==> src/design/csl_pkg.sv <==
// shared types and constants for the calibration sweep linear fit block
// no dependencies; imported by csl_mul, csl_div and the top level
`default_nettype none
package csl_pkg;

    // arithmetic widths of the serial units
    localparam int ACC_W  = 64;
    localparam int PROD_W = 96;
    localparam int CNT_W  = $clog2(PROD_W);

    // micrometres per volt in Q16.8 times the millivolt scale
    localparam logic [ACC_W-1:0] SCALE_K = 64'd256000;

    // request codes
    typedef enum logic [2:0] {
        REQ_COMMIT = 3'd0,
        REQ_SET    = 3'd1,
        REQ_INC    = 3'd2,
        REQ_DEC    = 3'd3,
        REQ_HALT   = 3'd4
    } t_req;

    // configuration register indexes
    typedef enum logic [1:0] {
        CFG_SAMPLE_COUNT = 2'd0,
        CFG_START_LOC    = 2'd1,
        CFG_END_LOC      = 2'd2,
        CFG_LOC_STEP     = 2'd3
    } t_cfg;

    // sequencer states
    typedef enum logic [3:0] {
        S_IDLE,
        S_XX,
        S_XY,
        S_ND,
        S_SX2,
        S_NXY,
        S_SXY,
        S_EMUL,
        S_EDIV,
        S_LOC,
        S_VMUL,
        S_VDIV,
        S_FIN
    } t_state;

endpackage
`default_nettype wire

==> src/design/csl_mul.sv <==
// bit-serial shift-add multiplier, one multiplier bit per cycle
// depends on csl_pkg; stops as soon as the remaining multiplier bits are zero
`default_nettype none
module csl_mul (
    input  wire logic                        i_clk,
    input  wire logic                        i_rst_n,
    input  wire logic                        i_start,
    input  wire logic [csl_pkg::ACC_W-1:0]   i_a,
    input  wire logic [csl_pkg::ACC_W-1:0]   i_b,
    output logic                             o_done,
    output logic [csl_pkg::PROD_W-1:0]       o_prod
);
    import csl_pkg::*;

    logic              r_busy;
    logic [PROD_W-1:0] r_a;
    logic [ACC_W-1:0]  r_b;
    logic [PROD_W-1:0] r_acc;

    // control
    always_ff @(posedge i_clk) begin
        if (!i_rst_n) begin
            r_busy <= 1'b0;
        end else if (i_start) begin
            r_busy <= 1'b1;
        end else if (r_busy && r_b == '0) begin
            r_busy <= 1'b0;
        end
    end

    // shift-add datapath
    always_ff @(posedge i_clk) begin
        if (i_start) begin
            r_a   <= PROD_W'(i_a);
            r_b   <= i_b;
            r_acc <= '0;
        end else if (r_busy && r_b != '0) begin
            if (r_b[0]) begin
                r_acc <= r_acc + r_a;
            end
            r_a <= r_a << 1;
            r_b <= r_b >> 1;
        end
    end

    assign o_done = r_busy && (r_b == '0);
    assign o_prod = r_acc;
endmodule
`default_nettype wire

==> config.mk <==
export PLATFORM = sky130hd
export DESIGN_NAME = csl_mul
export DESIGN_NICKNAME = d
export VERILOG_FILES = /design/src/design/csl_pkg.sv /design/src/design/csl_mul.sv
export SDC_FILE = /design/constraint.sdc
export NUM_CORES = 1
export LEC_CHECK = 0
export BUFFER_PORTS_ARGS = -buffer_cell sky130_fd_sc_hd__buf_2
export CAP_MARGIN = 5
export CORE_AREA = 4 4 168 170
export DETAILED_ROUTE_END_ITERATION = 8
export DIE_AREA = 0 0 172 174
export PLACE_DENSITY = 0.94
export SYNTH_ARGS = -nofsm -noshare
export SYNTH_HDL_FRONTEND = slang
export SYNTH_SLANG_ARGS = --single-unit
==> constraint.sdc <==
create_clock -name i_clk -period 6.86 [get_ports i_clk]
set_input_delay 0.343 -clock i_clk [delete_from_list [all_inputs] [get_ports i_clk]]
set_output_delay 0.343 -clock i_clk [all_outputs]
set_load 0.05 [all_outputs]
* Yosys cells after proc, flatten, opt, wreduce, memory -nomap -nowiden
Index checks and enable logic that the tools add are counted.
** Storage, ports and cells
- Register bits :: 257
- Output and inout bits :: 97
** Operators by class
- Add/subtract/negate cells :: 1
- Muxes and demuxes :: 6
- Reduce and logical (&&, ||, !) cells :: 7
** Operator list (count)
- $mux 64 :: 4
- $add 96x96->96 :: 1
- $logic_not 64->1 :: 1
- $reduce_bool 64->1 :: 1
- $reduce_bool 2->1 :: 2
- $logic_and 1x1->1 :: 2
- $mux 1 :: 2
- $reduce_and 2->1 :: 1

* Depth between registers and ports, before layout
- Depth in word-level cells :: 4
- Gate-level depth with buffers :: 13
- Mapped depth without buffers :: 13

* Least setup slack after synthesis
Ideal clock, no wire load.
- Kind :: flip-flop to flip-flop
- From :: register r_acc[36], in the netlist o_prod[36]
- To :: register r_acc[92], in the netlist o_prod[92]
- Arrival :: 3.121 ns
- Data required time :: 6.732 ns
- Setup slack :: 3.611 ns
- Cell stages (with the launch flop) :: 12
- Path buffers :: 0
- Cell sequence :: dfxtp_1 -> ha_1 -> nand2_2 -> or3_1 -> or2_1 -> or4_4 -> o211ai_4 -> o21ai_2 -> o311ai_4 -> a31oi_1 -> xor2_1 -> o21ai_1
** On the way
- Cells in the longest elaborated chain, start to end :: 1
** Ends and longest elaborated chain
- start: declaration :: line csl_mul.sv:18 : logic [PROD_W-1:0] r_acc;
- start signal: assignment :: line csl_mul.sv:39 : r_acc <= r_acc + r_a;
- $add 96x96->96 :: line csl_mul.sv:39
Every way passes these cells.
A chain may end at the register's enable or synchronous reset.

* Worst setup path in the final report
- From :: register r_b[48]
- To :: register r_acc[93], in the netlist o_prod[93]
** On the way
- Cells in the longest elaborated chain, start to end :: 3
** Ends and longest elaborated chain
- start: declaration :: line csl_mul.sv:17 : logic [ACC_W-1:0] r_b;
- start signal: assignment :: line csl_mul.sv:35 : r_b <= i_b;
- start signal: assignment :: line csl_mul.sv:42 : r_b <= r_b >> 1;
- $reduce_bool 64->1 :: line csl_mul.sv:37 : end else if (r_busy && r_b != '0) begin
- $logic_and 1x1->1 :: line csl_mul.sv:37
- $reduce_and 2->1 (no source line)
Every way passes these cells.

==> Implementation_results.wiki <==
{| class="wikitable"
! Metric !! Value
|-
| Hold WC Path Type || in -> reg
|-
| Post-detailed-route count of antenna-violating nets || 0
|-
| Buffers added on ports || 227
|-
| Largest net degree at the start of global routing || 105
|-
| Post-CTS Resized || 0
|-
| Arr. time, crit path || 4.35 ns
|-
| Internal cell power || 3020 µW
|-
| Post-synthesis cell type count || 63
|-
| Max-cap violations || 0
|-
| Category of the worst setup path launch point || flip-flop
|-
| Total of hold buffers inserted after clock tree synthesis || 1
|-
| Adder-Cell Fraction of Synth Area || 7.66%
|-
| H-tree levels || 1
|-
| Mean instance size in the synthesized netlist || 9.19 µm²
|-
| Chip width || 172 µm
|-
| Net count of the mapped netlist || 1943
|-
| Number of vias after detailed routing || 14137
|-
| Num CTS Buffers || 29
|-
| Post-detailed-route via-to-cell ratio || 6.27
|-
| Number of global-route vias before repair || 13643
|-
| Combinational family with the most area after synthesis || compound AO/OA/AOI/OAI gates
|-
| Clock transition at path regs || 0.06 ns
|-
| Switching power as a share of total power || 30.7%
|-
| Final setup TNS || 0 ns
|-
| Syn Std Cell Area || 15800 µm²
|-
| Number of hold-slack violations in the final timing report || 0
|-
| Total Die Area || 29900 µm²
|-
| Clock insertion delay at the later pin of the skew report || 0.56 ns
|-
| Leading cell types by total area after synthesis || edfxtp_1, dfxtp_1, mux2_2, ha_1, a21oi_1
|-
| Setup slack at placement || 3.01 ns
|-
| Antenna violations before repair || 3
|-
| Synth cell count leaders || nand2_1, a21oi_1, nor2_1
|-
| Static leakage || 0.00744 µW
|-
| Detailed Routing Iterations Pass 1 || 5
|-
| Number of top-level pins || 228
|-
| Critical path data required time || 7.32 ns
|-
| Starting utilization of the core area || 59.0%
|-
| Final count of negative-setup-slack endpoints || 0
|-
| Category of the worst setup path capture point || flip-flop
|-
| Sinks on Clock Net || 257
|-
| Total gr overflow || 0
|-
| Simple-gate portion of the synthesized area || 15.2%
|-
| Worst-case vdd ir drop || 183 µV
|-
| Max clock buf depth || 3
|-
| Share of flip-flops with an asynchronous set or reset || 0%
|-
| Drt initial violations || 1327
|-
| Global-route wire length before repair || 69600 µm
|-
| Final worst path period share || 56.8%
|-
| Fraction of the mapped netlist area in compound gates || 17.6%
|-
| Number of synthesized register bits || 257
|-
| CTS tree || yes
|-
| Most frequently used cell type in the post-synthesis netlist || nand2_1
|-
| Critical-path maximum fanout || 79
|-
| EDFF count, synth || 128
|-
| Number of nets in the finished design || 2116
|-
| Core Area || 26700 µm²
|-
| PnR worst setup slack || 2.97 ns
|-
| Fin. max-slew vios || 0
|-
| Global-route usage over all layers || 28.0%
|-
| Sequential fraction of design power || 42.1%
|-
| Post-CTS setup-driven buffer insertion count || 0
|-
| Run status || finished clean
|-
| Headroom to the max-slew limit || 18.1%
|-
| Fraction of power consumed by the clock network || 36.5%
|-
| Final period demand of the worst path || 3.89 ns
|-
| Switching power summed over all nets || 1340 µW
|-
| Remaining design rule violation count || 0
|-
| CP Launch Point || r_b[48]$_DFFE_PP_
|-
| Reg-to-reg startpoint || r_b[48]$_DFFE_PP_
|-
| Number of instances in the synthesized netlist || 1716
|-
| Sum of routed wire length over all layers || 43700 µm
|-
| Top_reg_cell synth || dfxtp_1
|-
| Die height || 174 µm
|-
| Maximum achievable frequency || 257 MHz
|-
| Final HPWL DP || 32300 µm
|-
| Core Rows || 60
|-
| Relative contribution of combinational cells to total power || 21.4%
|-
| Detail-routed net length per standard cell || 19.4 µm
|-
| Post-synthesis mux area share || 11.1%
|-
| Layout Skew || 0.0120 ns
|-
| Proportion of layout cells with a drive suffix above 1 || 21.7%
|-
| Library cell occupying the most area in the post-synthesis netlist || edfxtp_1
|-
| Number of synthesis warnings || 0
|-
| Post-synthesis sequential area ratio || 40.7%
|-
| Worst-Margin Slew || 1.23 ns
|-
| Min-Delay Startpoint || i_a[0]
|-
| Cell chosen for the clock root || clkbuf_16
|-
| RSZ-0062 raised after global routing || no
|-
| Synth-to-layout area growth || 14.3%
|-
| Classification of the worst setup path || reg -> reg
|-
| Xor and xnor area share after synthesis || 4.66%
|-
| Power density over the cells || 242 nW/µm²
|-
| Placer congestion estimate || 1.00
|-
| Synth top area share || 24.4%
|}
-- metal layers --
metal	vias up	routed length (µm)	track usage, %	part of all wire (%)
met3	143	3380	4.07	7.7
met1	6643	18000	37.6	41
met4	2	2130	12.5	4.9
met5	-	13	0	0.030
met2	717	20200	44.7	46
li1	6632	-	-	-
-- placed cells by master, fill, tap and decap left out, types with 7 or more instances in the layout --
master and count:
or3_1 10, clkinv_1 8, inv_1 30, nor3_1 22, dfxtp_1 129, a211oi_1 11
a21oi_1 219, mux2i_1 32, clkbuf_16 29, nor4_1 21, o21bai_1 31, nand3_1 20
a31oi_1 7, o211ai_1 10, nand2_1 236, o21a_1 14, o21ai_0 38, o31ai_1 9
o21ai_1 51, xnor2_1 52, xor2_1 32, buf_2 226, a21o_1 41, edfxtp_1 128
ha_1 95, nand3b_1 7, nand4_1 47, mux2_2 126, nor2_1 132
-- final timing paths --
path	end	cells after the start	slack, ns
worst max-delay path	o_prod[93]$_SDFFE_PP0P_	10	2.97
worst min-delay path	r_a[0]$_SDFFCE_PN0P_	2	0.08
worst max register to register	o_prod[93]$_SDFFE_PP0P_	10	2.97
worst min register to register	o_prod[86]$_SDFFE_PP0P_	2	0.48
-- power by group through the flow --
stage / logic, µW / clock network, µW / registers (µW)
detailed placement: 911 / 0 / 1870
global placement: 888 / 0 / 1860
floorplan: 592 / 0 / 1940
CTS: 919 / 1600 / 1830
finish: 934 / 1590 / 1840
global route: 1010 / 1670 / 1850
-- critical path: stages (launching register included) --
cell,delay (ns)
edfxtp_1,0.42
nor4_1,0.38
nand4_1,0.15
nor4_1,0.60
nor2b_4,0.06
buf_4,0.32
and2_2,0.28
buf_4,0.39
nor2_1,0.92
nand2_1,0.12
o311ai_1,0.13
-- cell families after synthesis --
logic type               Yosys count
multiplexers                     159
AO/OA/AOI/OAI                    464
AND/OR/NAND/NOR                  534
buffers and inverters            122
adder cells (fa/ha/maj)           96
XOR/XNOR                          84
flip-flops                       257
-- flip-flops by register name (all words and copies together) (netlist names) --
name and flops:
r_b 64, r_busy 1, o_prod 96, r_a 96
-- final cells by class --
type                    instances  area [µm²]
multi-input cells            1337        8890
clock inverters                20         218
repair buffers                234        1200
clock buffers                  34         744
fillers                      2024        8710
well taps                     341         427
inverters                      30         113
flip-flops and latches        257        6430
diodes                          2        5.00
-- through the flow --
stage	cells	hold WS [ns]	util (%)	instance area, µm²	power, µW
5_1_grt	2255	0.0670	67.4	18000	4520
3_3_place_gp	2198	0.456	63.8	17000	2740
2_1_floorplan	1716	0.465	-	15800	2540
4_1_cts	2253	0.0583	67.4	18000	4350
6_report	2255	0.0756	67.4	18000	4360
3_5_place_dp	2198	0.470	63.8	17000	2780
Note: power is estimated with default switching activity, not from simulation.
