**config.mk**
```make
export PLATFORM = sky130hd
export DESIGN_NAME = csl_div
export DESIGN_NICKNAME = d
export VERILOG_FILES = /design/src/design/csl_pkg.sv /design/src/design/csl_div.sv
export SDC_FILE = /design/constraint.sdc
export NUM_CORES = 1
export LEC_CHECK = 0
export BUFFER_PORTS_ARGS = -buffer_cell sky130_fd_sc_hd__buf_2
export CAP_MARGIN = 40
export CORE_ASPECT_RATIO = 0.9
export CORE_MARGIN = 2
export CORE_UTILIZATION = 35
export DETAILED_ROUTE_END_ITERATION = 8
export PLACE_DENSITY = 0.61
export SYNTH_ARGS = -nofsm -noshare
export SYNTH_HDL_FRONTEND = slang
export SYNTH_SLANG_ARGS = --single-unit
```
**constraint.sdc**
```tcl
create_clock -name i_clk -period 7.2 [get_ports i_clk]
set_input_delay 1.44 -clock i_clk [delete_from_list [all_inputs] [get_ports i_clk]]
set_output_delay 1.44 -clock i_clk [all_outputs]
set_load 0.01 [all_outputs]
```
**src/design/csl_pkg.sv**
```systemverilog
// shared types and constants for the calibration sweep linear fit block
// no dependencies; imported by csl_mul, csl_div and the top level
`default_nettype none
package csl_pkg;

    // arithmetic widths of the serial units
    localparam int ACC_W  = 64;
    localparam int PROD_W = 96;
    localparam int CNT_W  = $clog2(PROD_W);

    // micrometres per volt in Q16.8 times the millivolt scale
    localparam logic [ACC_W-1:0] SCALE_K = 64'd256000;

    // request codes
    typedef enum logic [2:0] {
        REQ_COMMIT = 3'd0,
        REQ_SET    = 3'd1,
        REQ_INC    = 3'd2,
        REQ_DEC    = 3'd3,
        REQ_HALT   = 3'd4
    } t_req;

    // configuration register indexes
    typedef enum logic [1:0] {
        CFG_SAMPLE_COUNT = 2'd0,
        CFG_START_LOC    = 2'd1,
        CFG_END_LOC      = 2'd2,
        CFG_LOC_STEP     = 2'd3
    } t_cfg;

    // sequencer states
    typedef enum logic [3:0] {
        S_IDLE,
        S_XX,
        S_XY,
        S_ND,
        S_SX2,
        S_NXY,
        S_SXY,
        S_EMUL,
        S_EDIV,
        S_LOC,
        S_VMUL,
        S_VDIV,
        S_FIN
    } t_state;

endpackage
`default_nettype wire

```
**src/design/csl_div.sv**
```systemverilog
// restoring divider, one quotient bit per cycle, quotient magnitude capped
// depends on csl_pkg; result is capped at 2**(QW-1)
`default_nettype none
module csl_div #(
    parameter int QW = 24
) (
    input  wire logic                        i_clk,
    input  wire logic                        i_rst_n,
    input  wire logic                        i_start,
    input  wire logic [csl_pkg::PROD_W-1:0]  i_dividend,
    input  wire logic [csl_pkg::ACC_W-1:0]   i_divisor,
    output logic                             o_done,
    output logic [QW-1:0]                    o_mag
);
    import csl_pkg::*;

    localparam logic [CNT_W-1:0] CNT_TOP = CNT_W'(PROD_W - 1);
    localparam logic [CNT_W-1:0] Q_TOP   = CNT_W'(QW - 1);

    logic              r_busy;
    logic              r_fin;
    logic [CNT_W-1:0]  r_cnt;
    logic [PROD_W-1:0] r_dvd;
    logic [ACC_W-1:0]  r_dvs;
    logic [ACC_W-1:0]  r_rem;
    logic [QW-2:0]     r_q;
    logic              r_big;
    logic [ACC_W:0]    w_rem_sh;
    logic [ACC_W:0]    w_diff;
    logic              w_ge;

    // trial subtract
    always_comb begin
        w_rem_sh = {r_rem, r_dvd[PROD_W-1]};
        w_diff   = w_rem_sh - {1'b0, r_dvs};
        w_ge     = !w_diff[ACC_W];
    end

    // control
    always_ff @(posedge i_clk) begin
        if (!i_rst_n) begin
            r_busy <= 1'b0;
            r_fin  <= 1'b0;
        end else begin
            r_fin <= 1'b0;
            if (i_start) begin
                r_busy <= 1'b1;
            end else if (r_busy && r_cnt == '0) begin
                r_busy <= 1'b0;
                r_fin  <= 1'b1;
            end
        end
    end

    // datapath
    always_ff @(posedge i_clk) begin
        if (i_start) begin
            r_cnt <= CNT_TOP;
            r_dvd <= i_dividend;
            r_dvs <= i_divisor;
            r_rem <= '0;
            r_q   <= '0;
            r_big <= 1'b0;
        end else if (r_busy) begin
            r_cnt <= r_cnt - 1'b1;
            r_dvd <= r_dvd << 1;
            r_rem <= w_ge ? w_diff[ACC_W-1:0] : w_rem_sh[ACC_W-1:0];
            r_q   <= {r_q[QW-3:0], w_ge};
            if (w_ge && r_cnt >= Q_TOP) begin
                r_big <= 1'b1;
            end
        end
    end

    assign o_done = r_fin;
    assign o_mag  = r_big ? {1'b1, {(QW-1){1'b0}}} : {1'b0, r_q};
endmodule
`default_nettype wire

```
### Yosys cells after proc, flatten, opt, wreduce, memory -nomap -nowiden

Cells that the tools add are included.

* bitwise gates (word level): 1
* order comparisons: 1
* $add $sub $neg: 2
* reductions and logical operators: 8
* muxes and demuxes: 7

Operator list (count)
* 2-to-1 mux 96 bit: 2
* subtractor 65 x 64 -> 65 bit: 1
* 2-to-1 mux 64 bit: 1
* 2-to-1 mux 24 bit: 1
* greater-or-equal comparator 7 x 5 -> 1 bit, second input constant: 1
* zero test 7 bit: 1
* subtractor 7 x 1 -> 7 bit, second input constant: 1
* nonzero test 2 bit: 2
* 2-to-1 mux 1 bit: 3
* logical AND 1 bit: 2
* AND reduction 2 bit: 1
* OR reduction 2 bit: 1
* zero test 1 bit: 1
* inverter 1 bit: 1

* output and inout port bits: 25
* word-level logic and storage cells: 27
* input port bits: 163
* flip-flop bits (word level): 257

### Logic depth before layout (Yosys ltp)

* word-level depth: 4
* gate-level depth with buffers: 16
* depth with buffers taken out: 14

### Least setup slack after synthesis

Ideal clock, no wire load.

* kind: input port to flip-flop
* start point: in i_start
* end point: reg r_dvd[0], enable pin
* arrival: 3.725 ns
* slack: 3.025 ns
* buffers on the path: 1
* stages: 3
* data required time: 6.751 ns
* library setup time: 0.449 ns
* cells stage by stage: clkbuf_1 nor2_1 inv_1

* word-level cells in the longest chain between the ends: 1

RTL lines
* start: declaration: line csl_div.sv:9 `input wire logic i_start,`
* nonzero test 2 bit (no line)
* end signal: assignment: line csl_div.sv:59 `r_dvd <= i_dividend;`
* end signal: assignment: line csl_div.sv:66 `r_dvd <= r_dvd << 1;`
* end: declaration: line csl_div.sv:23 `logic [PROD_W-1:0] r_dvd;`

No other way between the ends.
A chain may end at the register's enable or synchronous reset.

### Worst setup path in the final report

* start point: reg r_dvd[95]
* end point: reg r_rem[6]

* word-level cells in the longest chain between the ends: 2

RTL lines
* subtractor 65 x 64 -> 65 bit: line csl_div.sv:35 `w_diff = w_rem_sh - {1'b0, r_dvs};`
* 2-to-1 mux 64 bit: line csl_div.sv:67 `r_rem <= w_ge ? w_diff[ACC_W-1:0] : w_rem_sh[ACC_W-1:0];`
* end signal: assignment: line csl_div.sv:67
* end: declaration: line csl_div.sv:25 `logic [ACC_W-1:0] r_rem;`

No other way between the ends.

==> impl_table.tex <==
\begin{tabular}{lr}
\hline
Metric & Value \\
\hline
\multicolumn{2}{l}{\textbf{Logic synthesis}} \\
Proportion of synthesized chip area in sequential cells & 47.20\% \\
Total of warnings raised by yosys & 0 \\
Compound-gate portion of the synthesized area & 14.97\% \\
Simple-gate area share of the yosys netlist & 10.88\% \\
Top cells by area, synth & edfxtp\_1 (34\%), dfxtp\_1 (14\%), mux2\_2 (7.5\%), ha\_1 (5.9\%), mux2i\_1 (5.0\%) \\
Count of state elements after synthesis & 257 \\
Cell accounting for the most synthesized area & edfxtp\_1 \\
Commonest register cell after synthesis & edfxtp\_1 \\
Multiplexer share of the synthesized area & 12.63\% \\
Cell area after synthesis & 0.01429 mm² \\
Cell count after synthesis & 1,365 \\
Adder and majority gate portion of the synthesized area & 6.005\% \\
Post-synth EDFFs & 160 \\
Portion of synthesized cell area occupied by the leading cell type & 33.61\% \\
XOR/XNOR share of the synthesized area & 3.808\% \\
Largest family of logic cells by synthesized area & compound AO/OA/AOI/OAI gates \\
Average size of a mapped cell & 10.47 µm² \\
Netlist cell types & 70 \\
Post-synthesis net count & 1,596 \\
Fraction of synthesis flops using an asynchronous set or reset pin & 0\% \\
\multicolumn{2}{l}{\textbf{Placement}} \\
Port Buf Inserts & roughly 190 \\
DP Worst Slack & around 3.2 ns \\
Final weighted congestion in routability-driven placement & 0.8864 \\
Detailed-placement wirelength estimate & around 24,000 µm \\
\multicolumn{2}{l}{\textbf{Power}} \\
Static Leak & 6.824 nW \\
Sw power & 1.206 mW \\
Logic gate share of total power & $\sim$23\% \\
Cell Int Power & 2.897 mW \\
Power per cell area & between 200 and 250 mW/mm² \\
Fraction of power spent switching nets & between 20 and 30\% \\
Proportion of power drawn by the clock network & 33.8\% \\
Reg power frac & 43.5\% \\
VDD IR-drop max & 0.0002019 V \\
\multicolumn{2}{l}{\textbf{Clocking}} \\
Clock-pin transition on the worst setup and hold timing paths & 0.06 ns \\
CTS max path bufs & 3 \\
Clock network latency to the later pin of the worst-skew pair & 0.57 ns \\
Total of hold buffers inserted after clock tree synthesis & 0 \\
Clk root buf & clkbuf\_16 \\
Number of H-tree branching levels & 1 \\
TritonCTS clock tree & yes \\
Post\_cts resized & 0 \\
Post-CTS repair timing setup buffer count & 0 \\
Number of clock buffers inserted by TritonCTS & 29 \\
Total number of clock tree sinks & 257 \\
\multicolumn{2}{l}{\textbf{Job}} \\
Count of maximum capacitance violations & 0 \\
\multicolumn{2}{l}{\textbf{Worst setup path}} \\
R2r setup slk & 3.31 ns \\
Launching element of the worst setup path & r\_dvd[95] \\
Kind of start point of the critical path & register \\
Endpoint required time on the critical path & 7.68 ns \\
Worst setup EP type & register \\
Path depth of the worst reg2reg path & 14 \\
Arrival time at the worst endpoint & 4.38 ns \\
Peak per-stage delay on the critical path & 0.56 ns \\
Reg2reg start & r\_dvd[95] \\
Critical-path top delay cell & buf\_4 \\
Max FO, Critical Path & 50 \\
Endpoint of the lowest-slack register-to-register path & r\_rem[6] \\
Most used cell, CP & a211oi\_2 \\
Critical Path, Cell by Cell & inv\_1, ha\_1, inv\_1, fa\_1, a211oi\_2, o21ai\_2, o2111ai\_2, a211oi\_2, o31ai\_4, o21ai\_4, xnor2\_4, buf\_4, mux2\_4, a211oi\_2 \\
Critical path type & register to register \\
\multicolumn{2}{l}{\textbf{Detailed routing}} \\
Remaining design rule violation count & 0 \\
DR WL met3 & 2210 µm \\
Initial DRC Count & 587 \\
Pre-antenna DRT Iters & 4 \\
Via count normalized by instance count & 4.992 \\
Wirelength per Cell & between 15 and 20 µm \\
Highest metal used & met5 \\
Via count & between 10,000 and 15,000 \\
Routed length on met2 & 14,370 µm \\
Metal-1 WL & 15,460 µm \\
Residual antenna-violating net count after detailed routing & 0 \\
Sum of routed wire length over all layers & 32,810 µm \\
\multicolumn{2}{l}{\textbf{Outcome}} \\
Result of the run & finished, final reports clean \\
\multicolumn{2}{l}{\textbf{Die}} \\
Starting density of the core & a little over a third \\
Core outline area & 0.04046 mm² \\
Full die area & between 0.04 and 0.05 mm² \\
Horizontal die dimension & around 220 µm \\
Height of the die & 195.7 µm \\
I/O pin count & 188 \\
Standard-cell rows & 70 \\
\multicolumn{2}{l}{\textbf{Timing}} \\
Number of setup violations in the final report & 0 \\
Part of the cycle the worst path needs & 54.09\% \\
Pin slew with the least headroom to its limit & 0.8835 ns \\
Max Clock Skew & 0.01727 ns \\
Max-slew headroom at the worst pin & 41.02\% \\
Maximum achievable frequency & 256.8 MHz \\
Final worst path period need & about 4 ns \\
Hold violation total from the final report & 0 \\
Total Negative Setup Slacks & 0 ns \\
Pins over their slew limit & 0 \\
RSZ-0062 raised after global routing & false \\
Post-layout worst setup margin & 3.305 ns \\
\multicolumn{2}{l}{\textbf{Finish}} \\
Top library cells by usage in the layout, fill and taps aside & buf\_2 (186), edfxtp\_1 (160), nor2\_1 (134) \\
Area added between synthesis and finish & 16.29\% \\
Commonest non-fill, non-tap cell in the layout & buf\_2 \\
Final net count & 1,760 \\
Fraction of layout instances using a drive strength above 1 & 22.68\% \\
\multicolumn{2}{l}{\textbf{Global routing}} \\
Global-route wire length before repair & 53,760 µm \\
Global route total overflow & 0 \\
Initial antenna violation count & 13 \\
Pin count of the biggest net entering global routing & 87 \\
Number of global-route vias before repair & 10,371 \\
GRT Total Usage & 15.34\% \\
\multicolumn{2}{l}{\textbf{Hold path}} \\
Worst Hold Path Cells & 2 \\
Class of the tightest hold or removal check & register to register \\
Terminating pin of the worst hold path & r\_q[22] \\
Worst hold start & r\_q[22] \\
\hline
\end{tabular}
synth_stat cells, types with 3 or more instances:
library cell,n
nor2b_1,32
o41ai_1,3
mux2_2,95
nand3_1,13
or2_2,4
and2_1,6
clkbuf_1,46
a31oi_1,13
nand2_1,77
nor4_1,4
o21bai_1,11
nor3_1,14
xor2_1,24
o31ai_1,4
inv_1,92
nand2b_1,8
and3_1,6
xnor2_1,35
a21oi_1,82
o21ai_1,6
a211oi_2,4
dfxtp_1,97
a211oi_1,56
o21a_1,10
nand4_1,20
buf_4,3
buf_6,3
ha_1,67
edfxtp_1,160
o211ai_1,5
o21ai_0,63
or3_1,8
a21o_1,30
o31a_1,3
nor2_1,134
buf_2,5
mux2i_1,72
a21boi_0,6
buf_1,4
power by group through the flow:
| stage | combinational (mW) | sequential [mW] | clock [mW] |
|---|---|---|---|
| floorplan | 0.752 | 1.78 | 0 |
| global placement | 0.916 | 1.81 | 0 |
| detailed placement | 0.929 | 1.81 | 0 |
| CTS | 0.936 | 1.79 | 1.44 |
| global route | 1.04 | 1.80 | 1.49 |
| finish | 0.931 | 1.78 | 1.39 |
worst max path at each step:
stage                end  slack [ns]  depth (start not counted)
2_1_floorplan   r_dvd[0]        3.03                          3
3_3_place_gp   r_dvd[26]        3.30                          4
3_5_place_dp   r_dvd[27]        3.21                          4
4_1_cts         r_rem[6]        3.28                         14
5_1_grt         r_rem[6]        2.99                         14
6_report        r_rem[6]        3.31                         14
state kept, by name (all words and copies together), names as in the netlist:
signal  flops
r_cnt       7
r_big       1
r_dvd      96
r_busy      1
o_done      1
r_dvs      64
r_rem      64
r_q        23
layer usage:
| metal | global-route usage (%) | vias up |
|---|---|---|
| met5 | 0 | - |
| met3 | 4.698 | 57 |
| li1 | - | 5324 |
| met2 | 23.75 | 197 |
| met1 | 21.06 | 4880 |
| met4 | 3.349 | 16 |
logic make-up (layout without fill, tap and decap cells):
logic type,after synthesis,after routing
mux,168,168
fa+ha+maj,68,68
compound gates,323,323
flops,257,257
other cells,0,6
buf+inv,155,342
xor+xnor,60,60
simple gates,334,334
layout make-up:
type,instances,area [µm²]
inverter,92,346.6
clock inverter,20,141.4
fill,4058,23840
clock buffer,34,744.5
sequential,257,6750
antenna,6,15.01
tap,540,675.6
multi-input combinational,953,6903
timing repair buffer,196,1046
stage by stage:
step	cell area, µm²	instances	hold slack (ns)	util [%]	total power [mW]
6_report	16620	2098	0.4969	41.08	4.103
3_3_place_gp	15670	2036	0.4721	38.74	2.727
3_5_place_dp	15720	2038	0.4857	38.85	2.744
4_1_cts	16610	2092	0.4998	41.04	4.159
5_1_grt	16610	2093	0.5140	41.05	4.332
2_1_floorplan	14290	1365	0.4501	-	2.534
worst max-delay path, delay by kind of cell, from the launching register on:
family | cells | cell delay [ns]
DFF | 1 | 0.41
adders and majority gates | 2 | 0.61
buffers and inverters | 3 | 0.70
xor gates and xnor gates | 1 | 0.15
muxes | 1 | 0.36
AOI/OAI and AO/OA | 7 | 1.56
Note: power is estimated with default switching activity, not from simulation.
